## config.mk

```make
export PLATFORM = sky130hd
export DESIGN_NAME = dps_ctrl
export DESIGN_NICKNAME = d
export VERILOG_FILES = /design/src/hdl/detection_peak_suppression_2d_assert.svh /design/src/hdl/dps_pkg.sv /design/src/hdl/dps_ctrl.sv
export SDC_FILE = /design/constraint.sdc
export NUM_CORES = 1
export LEC_CHECK = 0
export BUFFER_PORTS_ARGS = -buffer_cell sky130_fd_sc_hd__clkbuf_2
export CAP_MARGIN = 20
export CORE_MARGIN = 3
export CORE_UTILIZATION = 30
export DETAILED_ROUTE_END_ITERATION = 10
export GPL_TIMING_DRIVEN = 0
export MAX_ROUTING_LAYER = met4
export PLACE_DENSITY = 0.55
export SLEW_MARGIN = 20
export SYNTH_ARGS = -nofsm -noshare
export SYNTH_HDL_FRONTEND = slang
export SYNTH_SLANG_ARGS = --single-unit
```

## constraint.sdc

```tcl
create_clock -name clk -period 1.7 [get_ports clk]
set_clock_uncertainty 0.1 [all_clocks]
set_input_delay 0.255 -clock clk [delete_from_list [all_inputs] [get_ports clk]]
set_output_delay 0.255 -clock clk [all_outputs]
set_load 0.05 [all_outputs]
```

## src/hdl/detection_peak_suppression_2d_assert.svh

```systemverilog
// Assertion macros for the peak suppression block.
// Used by the top level only; no other dependencies.
`ifndef DETECTION_PEAK_SUPPRESSION_2D_ASSERT_SVH
`define DETECTION_PEAK_SUPPRESSION_2D_ASSERT_SVH
// implication check under clock and async reset
`define DPS_ASSERT_IMP(lbl, ante, cons) \
	lbl: assert property (@(posedge clk) disable iff (!arst_n) (ante) |-> (cons)) \
		else $error("dps check failed");
// next-cycle implication check
`define DPS_ASSERT_NXT(lbl, ante, cons) \
	lbl: assert property (@(posedge clk) disable iff (!arst_n) (ante) |=> (cons)) \
		else $error("dps check failed");
`endif

```

## src/hdl/dps_pkg.sv

```systemverilog
// Shared types and constants for the peak suppression block.
// No dependencies.
package dps_pkg;
	localparam int MAX_ROWS  = 128;
	localparam int MAX_COLS  = 1024;
	localparam int MAX_PICKS = 16;
	localparam int ROW_W  = $clog2(MAX_ROWS);
	localparam int COL_W  = $clog2(MAX_COLS);
	localparam int ADDR_W = ROW_W + COL_W;
	localparam int CELLS  = MAX_ROWS * MAX_COLS;
	localparam int CNT_W  = ADDR_W + 1;
	localparam int PICK_W = $clog2(MAX_PICKS + 1);
	localparam int PIX_W  = (MAX_PICKS > 1) ? $clog2(MAX_PICKS) : 1;
	localparam int PWR_W  = 32;

	localparam logic [2:0] REG_ROWS  = 3'd0;
	localparam logic [2:0] REG_COLS  = 3'd1;
	localparam logic [2:0] REG_DGAP  = 3'd2;
	localparam logic [2:0] REG_RGAP  = 3'd3;
	localparam logic [2:0] REG_PICKS = 3'd4;

	// controller -> datapath
	typedef struct packed {
		logic load;        // accept cell
		logic scan_start;  // begin scan pass
		logic pick_save;   // commit best to pick list
		logic cov_start;   // begin cover pass
		logic clr_start;
		logic out_load;    // load result register
		logic map_done;    // clear load position
	} dps_cmd_t;

	// datapath -> controller
	typedef struct packed {
		logic scan_end;
		logic have;
		logic cov_end;
		logic clr_end;
		logic picks_full;
		logic last_out;
	} dps_sts_t;
endpackage

```

## src/hdl/dps_ctrl.sv

```systemverilog
// Controller state machine for the peak suppression block.
// Uses dps_pkg; drives the datapath by command struct.
module dps_ctrl (
	input  logic              clk,
	input  logic              arst_n,
	input  logic              in_fire,
	input  logic              in_last,
	input  logic              out_fire,
	input  dps_pkg::dps_sts_t sts,
	output dps_pkg::dps_cmd_t cmd,
	output logic              in_ready,
	output logic              out_valid
);
	typedef enum logic [2:0] {
		S_LOAD, S_CLR, S_SCAN, S_DECIDE, S_COVER, S_EMIT, S_WAIT
	} state_t;
	state_t state_q;
	logic start_q;
	logic start_d;

	always_comb begin
		cmd = '0;
		cmd.load = in_fire;
		cmd.clr_start  = (state_q == S_CLR) && start_q;
		cmd.scan_start = (state_q == S_SCAN) && start_q;
		cmd.cov_start  = (state_q == S_COVER) && start_q;
		cmd.pick_save  = (state_q == S_DECIDE) && sts.have && !sts.picks_full;
		cmd.out_load   = (state_q == S_EMIT) && (!out_valid || out_fire);
		cmd.map_done   = cmd.out_load && sts.last_out;
	end
	assign in_ready = (state_q == S_LOAD);

	// one-cycle start pulse on entry to a sweep or scan
	always_comb begin
		case (state_q)
			S_LOAD:   start_d = in_fire && in_last;
			S_CLR:    start_d = !start_q && sts.clr_end;
			S_DECIDE: start_d = sts.have && !sts.picks_full;
			S_COVER:  start_d = !start_q && sts.cov_end;
			default:  start_d = 1'b0;
		endcase
	end

	always_ff @(posedge clk or negedge arst_n) begin
		if (!arst_n) begin
			state_q <= S_LOAD; start_q <= 1'b0; out_valid <= 1'b0;
		end else begin
			start_q <= start_d;
			out_valid <= cmd.out_load || (out_valid && !out_fire);
			case (state_q)
				S_LOAD: if (in_fire && in_last) begin
					state_q <= S_CLR;
				end
				S_CLR: if (!start_q && sts.clr_end) begin
					state_q <= S_SCAN;
				end
				S_SCAN: if (!start_q && sts.scan_end) begin
					state_q <= S_DECIDE;
				end
				S_DECIDE: begin
					if (sts.picks_full || !sts.have) state_q <= S_EMIT;
					else state_q <= S_COVER;
				end
				S_COVER: if (!start_q && sts.cov_end) begin
					state_q <= S_SCAN;
				end
				S_EMIT: if (cmd.out_load && sts.last_out) begin
					state_q <= S_WAIT;
				end
				S_WAIT: if (out_fire || !out_valid) state_q <= S_LOAD;
				default: state_q <= S_LOAD;
			endcase
		end
	end
endmodule

```

**Yosys cells after proc, flatten, opt, wreduce, memory -nomap -nowiden**

Index checks and enable logic that the tools add are counted.

- Flip-flop bits (word level): 5
- Bits in latches: 0
- Memory bits (writable): 0
- ROM bits: 0
- Bits of input ports: 11
- Output and inout port bits: 9
- Word-level logic and storage cells: 47
- Memories kept: 0

- Add/sub/neg operators: 0
- Multipliers: 0
- Div/mod/pow operators: 0
- Magnitude comparators: 0
- Eq/ne operators: 12
- Shift operators: 0
- Muxes and demuxes: 9
- Bitwise logic cells: 0
- Reduce and logical (&&, ||, !) cells: 23

Operators by type and width:

| operator | count |
|---|---|
| one-hot mux 3 bit (7 select lines) | 1 |
| two-way mux 3 bit | 6 |
| logical AND 1 bit | 13 |
| == test 3 bit (second input constant) | 3 |
| != test 2 x 1 -> 1 bit (second input constant) | 4 |
| == test 3 x 2 -> 1 bit (second input constant) | 2 |
| AND reduction 6 bit | 1 |
| logical NOT 1 bit | 5 |
| != test 2 bit (second input constant) | 2 |
| one-hot mux 1 bit (4 select lines) | 1 |
| == test 3 x 1 -> 1 bit (second input constant) | 1 |
| logical NOT 3 bit | 1 |
| logical OR 1 bit | 3 |
| two-way mux 1 bit | 1 |

**Depth between registers and ports, before layout**

- Depth in word-level cells: 6
- Depth in mapped cells: 6
- Depth with buffers taken out: 5

**Worst setup path after synthesis**

No wires, ideal clock.

- Path kind: reg2out
- Start: reg out_valid
- End: out cmd[0] (netlist name)
- Arrival: 2.268 ns
- Data required time: 1.345 ns
- Setup slack: -0.923 ns
- Stages on the path, launching flop included: 4
- Path buffers: 0
- Cell sequence: dfrtp_1 > nand2b_1 > nand2_1 > nor4_1

RTL lines:

| what | RTL line | text |
|---|---|---|
| start, declared | dps_ctrl.sv:12 | `output logic out_valid` |
| start signal, assigned | dps_ctrl.sv:49 | `out_valid <= cmd.out_load \|\| (out_valid && !out_fire);` |
| end, declared | dps_ctrl.sv:10 | `output dps_pkg::dps_cmd_t cmd,` |

==> impl_metrics.yaml <==
logic_synthesis:
  yosys.area.top_type: "dfrtp_1"
  synthAdderAreaFrac: 0
  synth_compound_area_frac: 0.282
  synth.distinct_cells: 27
  synth_top_area_frac: 0.297
  synth_top_family_by_area: "simple AND/OR/NAND/NOR gates"
  ys.flop_type: "dfrtp_1"
  ys_seq_elements: 5
  syn_nets: 60
  synthCells: 49
  synthTopCellsByArea: "dfrtp_1 (30%), and3_1 (4.5%), nand2b_1 (4.5%), a32oi_1 (4.2%), o41ai_2 (3.9%)"
  synthArstFlopShare: 1.00
  avgSynthCellArea_um2: 8.61
  yosys.area_share.simple: 0.288
  syn-cell-area_um2: 422
  synthMuxAreaShare: 0.0237
  synth_xor_area_frac: 0
  ys_seq_area_frac: 0.297
  synth_edf_count: 0
  ys_warn_count: 0
timing:
  timing.fmax_mhz: 592
  slew_violations: 0
  min_period_over_period: 0.993
  timing.hold.ws_ps: 256
  tightest_slew_ps: 267
  period_needed_ps: 1690
  max-slew-margin-rel: 0.821
  grt_setup_unrepaired: "true"
  hold_viol: 0
  setup_viol: 0
route:
  viasPerCell: 5.09
  ant_nets: 0
  dr_total_vias: 484
  routed_wl_mm: 1.19
  wl_per_cell_um: 12.5
  drc: 0
  first_pass_iters: 2
  drt_iter0_drc: 3
clock_tree:
  clock-sinks: 5
  cts_buffer_depth: 2
  insertion_delay_ps: 250
  cts_tree: "done"
  cts_buffers: 3
  clk_pin_slew_ps: 50
  cts_root_buf: "clkbuf_4"
  htreeDepth: 1
worst_setup_path:
  critPathArrivalTime_ps: 1330
  cp_num_buf_inv: 1
  crit_type: "flip-flop to primary output"
  slowest_delay_ps: 380
  crit_family: "simple AND/OR/NAND/NOR gates"
  cp_cell_sequence: "nand2b_1 > nand2_2 > nor4_4 > clkbuf_8"
  reg2reg_from: "state_q[0]$_DFFE_PN0P_"
  rrSetupSlack_ps: 180
  crit_path_max_fanout: 3
  end_kind: "primary output"
  critPathLaunch: "out_valid$_DFF_PN0_"
  r2r_cells: 7
  crit_slowest_cell: "dfrtp_1"
  timing.rr.end: "state_q[0]$_DFFE_PN0P_"
  start_kind: "flip-flop"
  worstPathRequired_ps: 1340
placement:
  gp_congestion: 0.749
  dpl.hpwl_um: 850
  numPortBuffers: 19
die:
  initial_core_util: 0.347
  dieArea_mm2: 0.00189
  die_w_um: 43.5
  ios: 20
  die_h_um: 43.5
  core_area_mm2: 0.00122
  rows: 12
grt:
  grt_pass1_vias: 467
  antenna_found_initial: 0
  grt_max_degree: 11
  grt_first_pass_wirelength_mm: 1.94
  grt_use_total: 0.145
  grt_overflow: 0
min_path:
  hp-class: "input pin to asynchronous set/reset pin"
cells_and_area:
  final_nets: 93
  layout-drive-gt1-share: 0.580
  fin_util: 0.607
  antenna_cells: 0
  syn_to_final_growth_pct: 75.1
  nFillCells: 119
power:
  p_leak_nw: 0.353
  pwr_density_cell_mw_per_mm2: 1790
  irDropWorstVdd_v: 0.00100
status:
  status: "complete, no violations"
run:
  max_cap_violations: 0
[cell usage in the layout, fill, tap and decap left out, types with 2 or more instances in the layout]
cell / n
clkbuf_2: 13
buf_4: 9
buf_6: 5
dfrtp_1: 5
clkbuf_8: 4
nand2_1: 3
nand2b_1: 3
and3_1: 3
a21oi_1: 3
clkbuf_4: 3
inv_1: 2
a32oi_1: 2
nor2b_1: 2
nor4_4: 2
[worst max-delay path by stage]
stage | slack [ps] | to | depth (start not counted)
CTS | -10 | cmd[2] | 4
global route | -70 | cmd[0] | 4
floorplan | -50 | cmd[0] | 3
global placement | 130 | cmd[3] | 4
finish | 10 | cmd[0] | 4
detailed placement | 120 | cmd[0] | 3
[what timing repair did]
item | CTS | global route
hold buffers | 1 | 0
endpoints found under the setup margin | 5 | 7
setup buffers | 1 | 7
gates resized for setup | 11 | 13
endpoints found under the hold margin | 5 | 0
pin swaps | 0 | 3
[cells by family after synthesis]
| logic type | count (synthesis) |
|---|---|
| mux | 1 |
| compound gates | 14 |
| simple gates | 21 |
| flops | 5 |
| buf+inv | 8 |
[stage by stage]
stage | TNS [ps] | total power [mW] | setup WS (ps) | std cells | area, um2
4_1_cts | -17.5 | 1.20 | -10.3 | 88 | 666
3_3_place_gp | 0 | 0.999 | 131 | 82 | 578
2_1_floorplan | -46.7 | 0.854 | -46.7 | 49 | 465
3_5_place_dp | 0 | 0.997 | 120 | 82 | 578
5_1_grt | -221 | 1.42 | -68.3 | 95 | 738
6_report | 0 | 1.32 | 11.7 | 95 | 738
[sequential cells by signal, indices dropped and copies added, names as in the netlist]
register   count
state_q        3
out_valid      1
start_q        1
[cell usage after synthesis, types with 2 or more instances]
master,n
nor3_1,2
a32oi_1,2
nor2_1,2
buf_4,2
nand2b_1,3
a21oi_1,3
dfrtp_1,5
inv_1,4
nor4_1,2
nand2_1,4
and3_1,3
nor2b_1,2
[area by class of cell]
class                           count  area (um2)  area share
Buffer                              4        41.3      0.0559
Sequential cell                     5         125       0.169
Tap cell                           14        17.5      0.0237
Clock buffer                        4        26.3      0.0356
Multi-Input combinational cell     36         297       0.402
Inverter                            4        18.8      0.0254
Timing Repair Buffer               28         213       0.288
[report_power, final]
part	switching, mW	internal (mW)
Combinational	0.548	0.416
Sequential	0.0402	0.173
Clock	0.0553	0.0892
[per-layer routing]
layer  track usage  up-vias  share of wire
met1         0.160      223           0.45
met4        0.0723        0          0.019
li1              -      240              -
met2         0.221       17           0.47
met3        0.0622        4          0.066
met5             -        -              0
No activity file was read; power rests on OpenSTA's default activity.
